File: config.mk
export PLATFORM = sky130hd
export DESIGN_NAME = prs_lz_parser_flat
export DESIGN_NICKNAME = d
export VERILOG_FILES = /design/src/prs_lz_pkg.sv /design/src/prs_lz_if.sv /design/src/prs_lz_parser.sv /design/src/flat_wrapper.sv
export SDC_FILE = /design/constraint.sdc
export NUM_CORES = 1
export LEC_CHECK = 0
export ABC_AREA = 1
export BUFFER_PORTS_ARGS = -buffer_cell sky130_fd_sc_hd__buf_2
export CORE_MARGIN = 2
export CORE_UTILIZATION = 30
export DETAILED_ROUTE_END_ITERATION = 8
export GPL_ROUTABILITY_DRIVEN = 0
export GPL_TIMING_DRIVEN = 1
export SYNTH_ARGS = -nofsm -noshare
export SYNTH_HDL_FRONTEND = slang
export SYNTH_SLANG_ARGS = --single-unit
File: constraint.sdc
create_clock -name clk -period 18.95 [get_ports clk]
set_clock_uncertainty 0.1 [all_clocks]
set_input_delay 0 -clock clk [delete_from_list [all_inputs] [get_ports clk]]
set_output_delay 0 -clock clk [all_outputs]
set_load 0.005 [all_outputs]
File: src/prs_lz_pkg.sv
// ----------------------------------------------------------------------------
// prs_lz_pkg: shared types and constants of the PRS LZ decompressor
// Holds the command record passed from the stream parser to the copy engine,
// along with the field widths and stream constants.
// ----------------------------------------------------------------------------
`default_nettype none

package prs_lz_pkg;

	// Defaults for the top-level parameters.
	localparam int HISTORY_DEPTH_DEF = 8192;
	localparam int OUT_LANES_DEF     = 8;

	// At most this many results are delivered for one input transaction.
	localparam int MAX_RESULTS = 32;
	localparam int RES_W       = $clog2(MAX_RESULTS) + 1;

	// A copy distance runs from 1 to 8192; a copy length from 1 to 256.
	localparam int DIST_W = 14;
	localparam int LEN_W  = 9;

	localparam int SHORT_SPAN = 256;
	localparam int LONG_SPAN  = 8192;

	localparam int                TOTAL_W   = 24;
	localparam logic [TOTAL_W-1:0] TOTAL_MAX = 24'hFFFFFF;

	typedef enum logic [2:0] {
		CMD_NONE    = 3'd0,
		CMD_RESTART = 3'd1,
		CMD_LIT     = 3'd2,
		CMD_COPY    = 3'd3,
		CMD_END     = 3'd4
	} cmd_kind_t;

	typedef struct packed {
		logic              valid;
		cmd_kind_t         kind;
		logic [7:0]        lit;
		logic [DIST_W-1:0] distance;
		logic [LEN_W-1:0]  len;
	} cmd_t;

endpackage

`default_nettype wire

File: src/prs_lz_if.sv
// ----------------------------------------------------------------------------
// prs_lz_if: valid/ready channels of the PRS LZ decompressor
// The input channel carries one compressed byte per transaction; the output
// channel carries up to eight decoded bytes per transaction.
// ----------------------------------------------------------------------------
`default_nettype none

interface prs_lz_in_if;
	logic       valid;
	logic       ready;
	logic [7:0] in_byte;
	logic       start_of_stream;

	modport source (output valid, output in_byte, output start_of_stream, input ready);
	modport sink   (input valid, input in_byte, input start_of_stream, output ready);
endinterface


`default_nettype wire

File: src/prs_lz_parser.sv
// ----------------------------------------------------------------------------
// prs_lz_parser: control-bit and token parser
// Consumes one compressed byte per transaction, tracks the control byte and
// the token phase, and hands a literal, copy or end command to the engine.
// ----------------------------------------------------------------------------
`default_nettype none

module prs_lz_parser import prs_lz_pkg::*; (
	input  logic           clk,
	input  logic           arst_n,
	prs_lz_in_if.sink      in_ch,
	input  logic           engine_idle,
	output cmd_t           cmd
);

	typedef enum logic [7:0] {
		PH_FLAG     = 8'b0000_0001,
		PH_KIND     = 8'b0000_0010,
		PH_SHORTLEN = 8'b0000_0100,
		PH_LITERAL  = 8'b0000_1000,
		PH_SHORTOFF = 8'b0001_0000,
		PH_LONGLO   = 8'b0010_0000,
		PH_LONGHI   = 8'b0100_0000,
		PH_LONGCNT  = 8'b1000_0000
	} phase_t;

	typedef struct packed {
		phase_t           phase;
		logic [7:0]       ctrl;
		logic [3:0]       left;
		logic [LEN_W-1:0] plen;
	} bits_t;

	// Walks the remaining control bits while the parser still needs flag bits.
	function automatic bits_t run_bits(bits_t s);
		bits_t r;
		logic  b;
		r = s;
		for (int i = 0; i < 8; i++) begin
			if (r.left != 4'd0 &&
			    (r.phase == PH_FLAG || r.phase == PH_KIND || r.phase == PH_SHORTLEN)) begin
				b      = r.ctrl[0];
				r.ctrl = r.ctrl >> 1;
				r.left = r.left - 4'd1;
				case (r.phase)
					PH_FLAG: begin
						r.phase = b ? PH_LITERAL : PH_KIND;
					end
					PH_KIND: begin
						if (b) begin
							r.phase = PH_LONGLO;
						end else begin
							r.plen  = LEN_W'(1);
							r.phase = PH_SHORTLEN;
						end
					end
					default: begin
						r.plen = {r.plen[LEN_W-2:0], b};
						if (r.plen >= LEN_W'(4)) begin
							r.phase = PH_SHORTOFF;
						end
					end
				endcase
			end
		end
		return r;
	endfunction

	phase_t           phase_q, phase_n;
	logic [7:0]       ctrl_q, ctrl_n;
	logic [3:0]       left_q, left_n;
	logic [7:0]       plow_q, plow_n;
	logic [LEN_W-1:0] plen_q, plen_n;
	logic             done_q, done_n;

	logic             accept;
	logic [15:0]      word;
	logic [15:0]      word_cnt;
	bits_t            walked;

	assign in_ch.ready = engine_idle;
	assign accept      = in_ch.valid && in_ch.ready;
	assign word        = {in_ch.in_byte, plow_q};
	assign word_cnt    = {plen_q[7:0], plow_q};

	always_comb begin
		phase_n   = phase_q;
		ctrl_n    = ctrl_q;
		left_n    = left_q;
		plow_n    = plow_q;
		plen_n    = plen_q;
		done_n    = done_q;
		cmd       = '0;
		cmd.valid = accept;
		cmd.kind  = CMD_NONE;

		if (in_ch.start_of_stream) begin
			phase_n  = PH_FLAG;
			ctrl_n   = in_ch.in_byte;
			left_n   = 4'd8;
			plow_n   = '0;
			plen_n   = '0;
			done_n   = 1'b0;
			cmd.kind = CMD_RESTART;
		end else if (done_q) begin
			cmd.kind = CMD_NONE;
		end else begin
			case (phase_q)
				PH_LITERAL: begin
					cmd.kind = CMD_LIT;
					cmd.lit  = in_ch.in_byte;
					phase_n  = PH_FLAG;
				end
				PH_SHORTOFF: begin
					cmd.kind     = CMD_COPY;
					cmd.distance = DIST_W'(SHORT_SPAN) - DIST_W'(in_ch.in_byte);
					cmd.len      = LEN_W'(plen_q[1:0]) + LEN_W'(2);
					phase_n      = PH_FLAG;
				end
				PH_LONGLO: begin
					plow_n  = in_ch.in_byte;
					phase_n = PH_LONGHI;
				end
				PH_LONGHI: begin
					if (word == 16'd0) begin
						done_n   = 1'b1;
						phase_n  = PH_FLAG;
						left_n   = 4'd0;
						ctrl_n   = 8'd0;
						cmd.kind = CMD_END;
					end else if (word[2:0] != 3'd0) begin
						cmd.kind     = CMD_COPY;
						cmd.distance = DIST_W'(LONG_SPAN) - DIST_W'(word[15:3]);
						cmd.len      = LEN_W'(word[2:0]) + LEN_W'(2);
						phase_n      = PH_FLAG;
					end else begin
						plen_n  = LEN_W'(in_ch.in_byte);
						phase_n = PH_LONGCNT;
					end
				end
				PH_LONGCNT: begin
					cmd.kind     = CMD_COPY;
					cmd.distance = DIST_W'(LONG_SPAN) - DIST_W'(word_cnt[15:3]);
					cmd.len      = LEN_W'(in_ch.in_byte) + LEN_W'(1);
					phase_n      = PH_FLAG;
				end
				default: begin
					// Flag-bit phases: this byte is a fresh control byte.
					ctrl_n = in_ch.in_byte;
					left_n = 4'd8;
				end
			endcase
		end

		walked = run_bits({phase_n, ctrl_n, left_n, plen_n});
		if (!done_n) begin
			phase_n = walked.phase;
			ctrl_n  = walked.ctrl;
			left_n  = walked.left;
			plen_n  = walked.plen;
		end
	end

	always_ff @(posedge clk or negedge arst_n) begin
		if (!arst_n) begin
			phase_q <= PH_FLAG;
			ctrl_q  <= '0;
			left_q  <= '0;
			plow_q  <= '0;
			plen_q  <= '0;
			done_q  <= 1'b0;
		end else if (accept) begin
			phase_q <= phase_n;
			ctrl_q  <= ctrl_n;
			left_q  <= left_n;
			plow_q  <= plow_n;
			plen_q  <= plen_n;
			done_q  <= done_n;
		end
	end

endmodule

`default_nettype wire

File: src/flat_wrapper.sv
// flat-port wrapper written by rule: the top's interface ports become plain ports
module prs_lz_parser_flat import prs_lz_pkg::*;
  (clk, arst_n, engine_idle, cmd, in_ch_valid, in_ch_in_byte, in_ch_start_of_stream, in_ch_ready);
  prs_lz_in_if in_ch_i ();
  input  logic clk;
  input  logic arst_n;
  input  logic engine_idle;
  output cmd_t cmd;
  input wire logic [$bits(in_ch_i.valid)-1:0] in_ch_valid;
  input wire logic [$bits(in_ch_i.in_byte)-1:0] in_ch_in_byte;
  input wire logic [$bits(in_ch_i.start_of_stream)-1:0] in_ch_start_of_stream;
  output wire logic [$bits(in_ch_i.ready)-1:0] in_ch_ready;
  assign in_ch_i.valid = in_ch_valid;
  assign in_ch_i.in_byte = in_ch_in_byte;
  assign in_ch_i.start_of_stream = in_ch_start_of_stream;
  assign in_ch_ready = in_ch_i.ready;
  prs_lz_parser u_core (.clk(clk), .arst_n(arst_n), .in_ch(in_ch_i), .engine_idle(engine_idle), .cmd(cmd));
endmodule
==> reports/results.txt, run 1 <==
Status - completed
IO buf count - 48
Crit end category - flop
Share of cells above drive strength 1 - 18.3%
Vias after detailed routing - 11500
Relative slew slack - 31.7%
Tot GR Track Use - 17.8%
GRT Residual Overflow - 0
Critical path's largest stage delay - 0.53 ns
CP max stage cell - dlygate4sd3_1
Initial antenna violation count - 0
Worst Path Arrival - 11.43 ns
Final min period - 11.36 ns
Register bit total from synthesis - 37
Antenna diode count - 0
Clk Latency, worst-skew pair - 0.28 ns
Post-synthesis sequential area ratio - 9.22%
Setup TNS - 0 ns
Final setup violation count - 0
H-Tree Level Count - 2
Critical Path RT - 19.02 ns
Most Frequent Cell on Critical Path - nand2_1
Kind of critical path - in -> reg
Die height - 187 um
Final hold violations - 0
RSZ-0062 raised after global routing - no
Clock Pin Slew Worst Setup and Hold Paths - 0.06 ns
CP Launch Type - input port
Synthesized area - 10100 um^2
Final ANT Viol Nets - 0
Final critical-path share of the clock period - 60.0%
Vias in the first global route - 10300
Worst Tran Pin Value - 1.02 ns
Synth Instances - 1778
Syn avg cell area - 5.65 um^2
CTS tree - done
Pin count of the biggest net entering global routing - 38
CTS Sinks - 37
DRT Pass-1 Iters - 6
Die footprint - 35000 um^2
Post-CTS Repair Setup Buffers - 0
Wire per inst - 14.4 um
Most common cell after layout, fill and taps aside - nand2_1
Die width - 187 um
CTS Buf Count - 5
EDFF count, synth - 0
Fmax achieved - 0.0880 GHz
Vias per inst - 5.16
First-pass GRT wire length - 52800 um
Core area - 33300 um^2
Commonest cells after routing, fill and taps aside - nand2_1 (527), nand3_1 (231), nor2_1 (186)
Nets - 1798
Starting Density - 30.2%
P&R area growth vs syn - 4.89%
1st-iter DRT viols - 993
Clock Path Buffers - 2
CTS Root Cell - clkbuf_16
Min-Delay Path Class - in -> reg
Dominant synthesized flop cell - dfrtp_1
Yosys cell types - 65
HPWL Detailed - 25800 um
Max Slew Vio Count - 0
Drt total wl - 32000 um
Row Count - 67
FFs w/ async S/R, synth - 100%
Syn Nets - 1803
Yosys warns - 0
Drt drc - 0
Crit-path max FO - 27
# IOs - 49
Max_cap viols - 0
## area by class of cell
cell class,instances,area (um^2)
fillers,3771,22700
multi-input cells,1453,7740
flip-flops and latches,37,927
inverters,223,852
well taps,448,561
repair buffers,53,285
clock buffers,6,139
clock inverters,2,37.5
## state kept, by name, indices dropped and copies added (netlist names)
register	count
u_core.phase_q	8
u_core.done_q	1
u_core.ctrl_q	8
u_core.left_q	4
u_core.plen_q	8
u_core.plow_q	8
## cell families (layout without fill, tap and decap cells)
family          after synthesis  after routing  synth area share (%)
compound gates              213            213                  13.1
xor+xnor                     24             24                  2.39
fa+ha+maj                    12             12                  1.49
buf+inv                     288            284                  13.8
flops                        37             37                  9.22
simple gates               1204           1204                  60.0
## layer usage
metal | vias to the layer above | wire length (um) | GRT usage, %
met5 | - | 0 | 0
met4 | 0 | 970 | 5.43
met3 | 56 | 2130 | 1.88
met2 | 448 | 14300 | 28.4
met1 | 5225 | 14600 | 25.2
li1 | 5737 | - | -
## worst max-delay path: cells and delay by family
kind / cells / cell delay (ns)
xor gates and xnor gates: 1 / 0.40
buffers and inverters: 11 / 1.55
AOI/OAI and AO/OA: 6 / 0.78
adders and majority gates: 7 / 1.51
and+or+nand+nor: 44 / 7.12
## synthesized netlist by cell type, drive strengths merged, types with 2 or more instances
cell      n  area [um^2]
o31ai     3         22.5
clkbuf   13         68.8
a31oi    14         87.6
and2      2         12.5
clkinv    5         23.8
buf      51          452
nor2    233         1170
nand3b    4         42.5
inv     218          828
a22oi     8         60.1
o211ai   11         82.6
nor3     18          100
dfrtp    36          901
nand3   268         1600
xor2     16          140
nand4    40          256
ha       12          150
xnor2     8          100
nand2   635         2830
o22ai     4         25.0
a21oi    64          362
a32oi     5         43.8
o21a      3         22.5
or2       2         12.5
o21ai    92          517
## path summary, 6_finish.rpt
| check | from | end | slack (ns) | depth (start not counted) |
|---|---|---|---|---|
| worst max-delay path | in_ch_in_byte[1] | u_core.phase_q[1]$_DFFE_PN0P_ | 7.59 | 69 |
| worst min-delay path | in_ch_in_byte[3] | u_core.plow_q[3]$_DFFE_PN0P_ | 0.02 | 3 |
| worst max register to register | u_core.phase_q[3]$_DFFE_PN0P_ | u_core.phase_q[1]$_DFFE_PN0P_ | 7.74 | 68 |
| worst min register to register | u_core.ctrl_q[7]$_DFFE_PN0P_ | u_core.ctrl_q[7]$_DFFE_PN0P_ | 0.42 | 2 |
| max in group asynchronous | arst_n | u_core.left_q[1]$_DFFE_PN0P_ | 17.90 | 2 |
| min in group asynchronous | arst_n | u_core.plow_q[3]$_DFFE_PN0P_ | 0.27 | 2 |
## timing repair
item,4_1_cts,5_1_grt
endpoints found under the hold margin,38,0
resized for setup,0,0
hold buffers,3,0
## stage by stage
stage	utilization (%)	hold WS (ns)	std cells	setup slack, ns	instance area [um^2]
CTS	31.7	0.00404	2222	7.63	10500
detailed placement	31.1	0.0713	2211	7.86	10300
global route	31.7	0.0544	2222	6.36	10500
finish	31.7	0.0179	2222	7.59	10500
global placement	31.1	0.0567	2211	8.14	10300
floorplan	-	-0.396	1778	8.98	10100
Power of run 1 is left out: the tool's default activity adds up to more than one toggle a clock period on the data nets, which glitch-free logic cannot reach.
==> inputs of run 2 (changes only) <==
- ABC_AREA: 1 -> 0
- clock period: 18.95 -> 11.3 ns (I/O delays scaled with it)
==> reports/results.txt, run 2 <==
Die height - 177 um
EDFF count, synth - 0
Max_cap viols - 0
CTS Root Cell - clkbuf_16
Gr busiest metal - met2
Reg2Reg Setup Slack - 0.42 ns
Critical R2R Launch - u_core.phase_q[4]$_DFFE_PN0P_
Initial antenna violation count - 0
Final critical-path share of the clock period - 96.3%
CP Launch Type - flop
Clk Latency, worst-skew pair - 0.28 ns
Tot GR Track Use - 22.8%
P&R area growth vs syn - 20.5%
Relative slew slack - 25.6%
Vias in the first global route - 10400
Vias per inst - 6.43
Synthesized area - 8960 um^2
Share of cells above drive strength 1 - 21.8%
Final min period - 10.88 ns
HPWL Detailed - 29100 um
Crit-path max FO - 12
Crit end category - flop
Grt met1 use - 31.1%
Pin count of the biggest net entering global routing - 43
Fillers - 3123
Drt total wl - 37300 um
Hold path depth - 3
Antenna diode count - 0
Top cell type's share of synthesized area - 10.0%
Core area - 29600 um^2
Final setup violation count - 0
Synth Instances - 1302
Clock Pin Slew Worst Setup and Hold Paths - 0.06 ns
Die footprint - 31300 um^2
Most Frequent Cell on Critical Path - nand2_1
CTS tree - done
Yosys warns - 0
# IOs - 49
CP max stage cell - or4_1
Finished Core Util - 36.6%
HP Start - in_ch_in_byte[5]
Most common cell after layout, fill and taps aside - nand2_1
Post-synthesis sequential area ratio - 10.3%
Syn Nets - 1327
FFs w/ async S/R, synth - 100%
Register bit total from synthesis - 37
Dominant synthesized flop cell - dfrtp_1
Kind of critical path - reg -> reg
CTS Buf Count - 5
Status - completed
Die width - 177 um
Fmax achieved - 0.0919 GHz
Synth top cells by count - nand2_1 (156), nor2_1 (124), o21ai_0 (87), a21oi_1 (71), nor3_1 (51)
Max Slew Vio Count - 0
Critical path's largest stage delay - 0.62 ns
Bufs and invs on worst path - 7
Worst path top cell family by delay - simple AND/OR/NAND/NOR gates
Row Count - 63
First-pass GRT wire length - 57800 um
Commonest cells after routing, fill and taps aside - nand2_1 (150), nor2_1 (117), buf_4 (94)
Worst Tran Pin Value - 1.11 ns
Worst Path Arrival - 10.95 ns
Critical Path RT - 11.37 ns
Final ANT Viol Nets - 0
Nets - 1412
DRT Pass-1 Iters - 6
Clock Path Buffers - 2
CTS Sinks - 37
Most common cell in the netlist - nand2_1
Final hold violations - 0
Wire per inst - 21.0 um
Syn avg cell area - 6.89 um^2
H-Tree Level Count - 2
Vias after detailed routing - 11400
IO buf count - 48
Worst Reg-to-Reg Cells - 52
Min-Delay Endpoint - u_core.plow_q[5]$_DFFE_PN0P_
Area leader, netlist - dfrtp_1
1st-iter DRT viols - 1248
Met3 GRT Util - 3.31%
FF-to-FF End - u_core.ctrl_q[6]$_DFFE_PN0P_
Min-Delay Path Class - in -> reg
Starting Density - 30.3%
Met2 Track Usage GR - 36.5%
Yosys cell types - 115
Drt drc - 0
GRT Residual Overflow - 0
Area contributors post-synth - dfrtp_1 (10%), nand2_1 (6.5%), nor2_1 (5.2%)
## run 2: cell type report
cell class | instances | area [um^2] | area share [%]
clock buffers | 5 | 125 | 1.16
clock inverters | 3 | 68.8 | 0.637
inverters | 31 | 116 | 1.08
multi-input cells | 1167 | 8100 | 75.0
flip-flops and latches | 37 | 932 | 8.63
well taps | 390 | 488 | 4.52
repair buffers | 145 | 973 | 9.01
## run 2: cell families after synthesis
logic type	count (synthesis)	share of synthesized area, %
compound gates	511	40.8
mux	44	5.21
fa+ha+maj	12	1.67
flops	37	10.3
buf+inv	98	5.14
simple gates	551	32.0
xor+xnor	49	4.79
## run 2: worst max-delay path by stage
stage	start	endpoint	slack (ns)	depth (start not counted)
after floorplan	u_core.plow_q[6]$_DFFE_PN0P_	u_core.ctrl_q[6]$_DFFE_PN0P_	0.02	66
after global placement	u_core.phase_q[4]$_DFFE_PN0P_	u_core.ctrl_q[6]$_DFFE_PN0P_	0.12	49
after detailed placement	u_core.phase_q[4]$_DFFE_PN0P_	u_core.ctrl_q[6]$_DFFE_PN0P_	-0.14	48
after CTS	u_core.phase_q[5]$_DFFE_PN0P_	u_core.ctrl_q[6]$_DFFE_PN0P_	0.02	52
after global routing	u_core.phase_q[7]$_DFFE_PN0P_	u_core.ctrl_q[6]$_DFFE_PN0P_	-0.06	52
final	u_core.phase_q[4]$_DFFE_PN0P_	u_core.ctrl_q[6]$_DFFE_PN0P_	0.42	52
## run 2: stage by stage
stage / setup slack (ns) / std cells / hold WS [ns] / TNS (ns) / area, um^2
final: 0.421 / 1778 / 0.0391 / 0 / 10800
after global routing: -0.0631 / 1778 / 0.0484 / -0.204 / 10800
after CTS: 0.0150 / 1758 / 0.0295 / 0 / 10500
after detailed placement: -0.143 / 1743 / 0.0704 / -0.143 / 10200
after global placement: 0.120 / 1743 / 0.0602 / 0 / 10200
after floorplan: 0.0167 / 1302 / -0.396 / 0 / 9360
## run 2: what timing repair did
item | in CTS | in global routing
setup endpoints to repair | 3 | 26
buffers inserted | 5 | 20
gates resized for setup | 2 | 38
endpoints found under the hold margin | 37 | 0
hold buffers | 2 | 0
pin swaps | 1 | 13
## run 2: tightest hold or removal path: stages
cell and delay, ns:
buf_2 0.21, nand2_1 0.09, o21ai_0 0.06
## run 2: layer usage
layer / vias up / part of all wire [%]
met5: - / 0
met4: 0 / 4.2
met3: 95 / 8.9
met2: 685 / 44
met1: 5397 / 43
li1: 5255 / -
Power of run 2 is left out for the same reason.
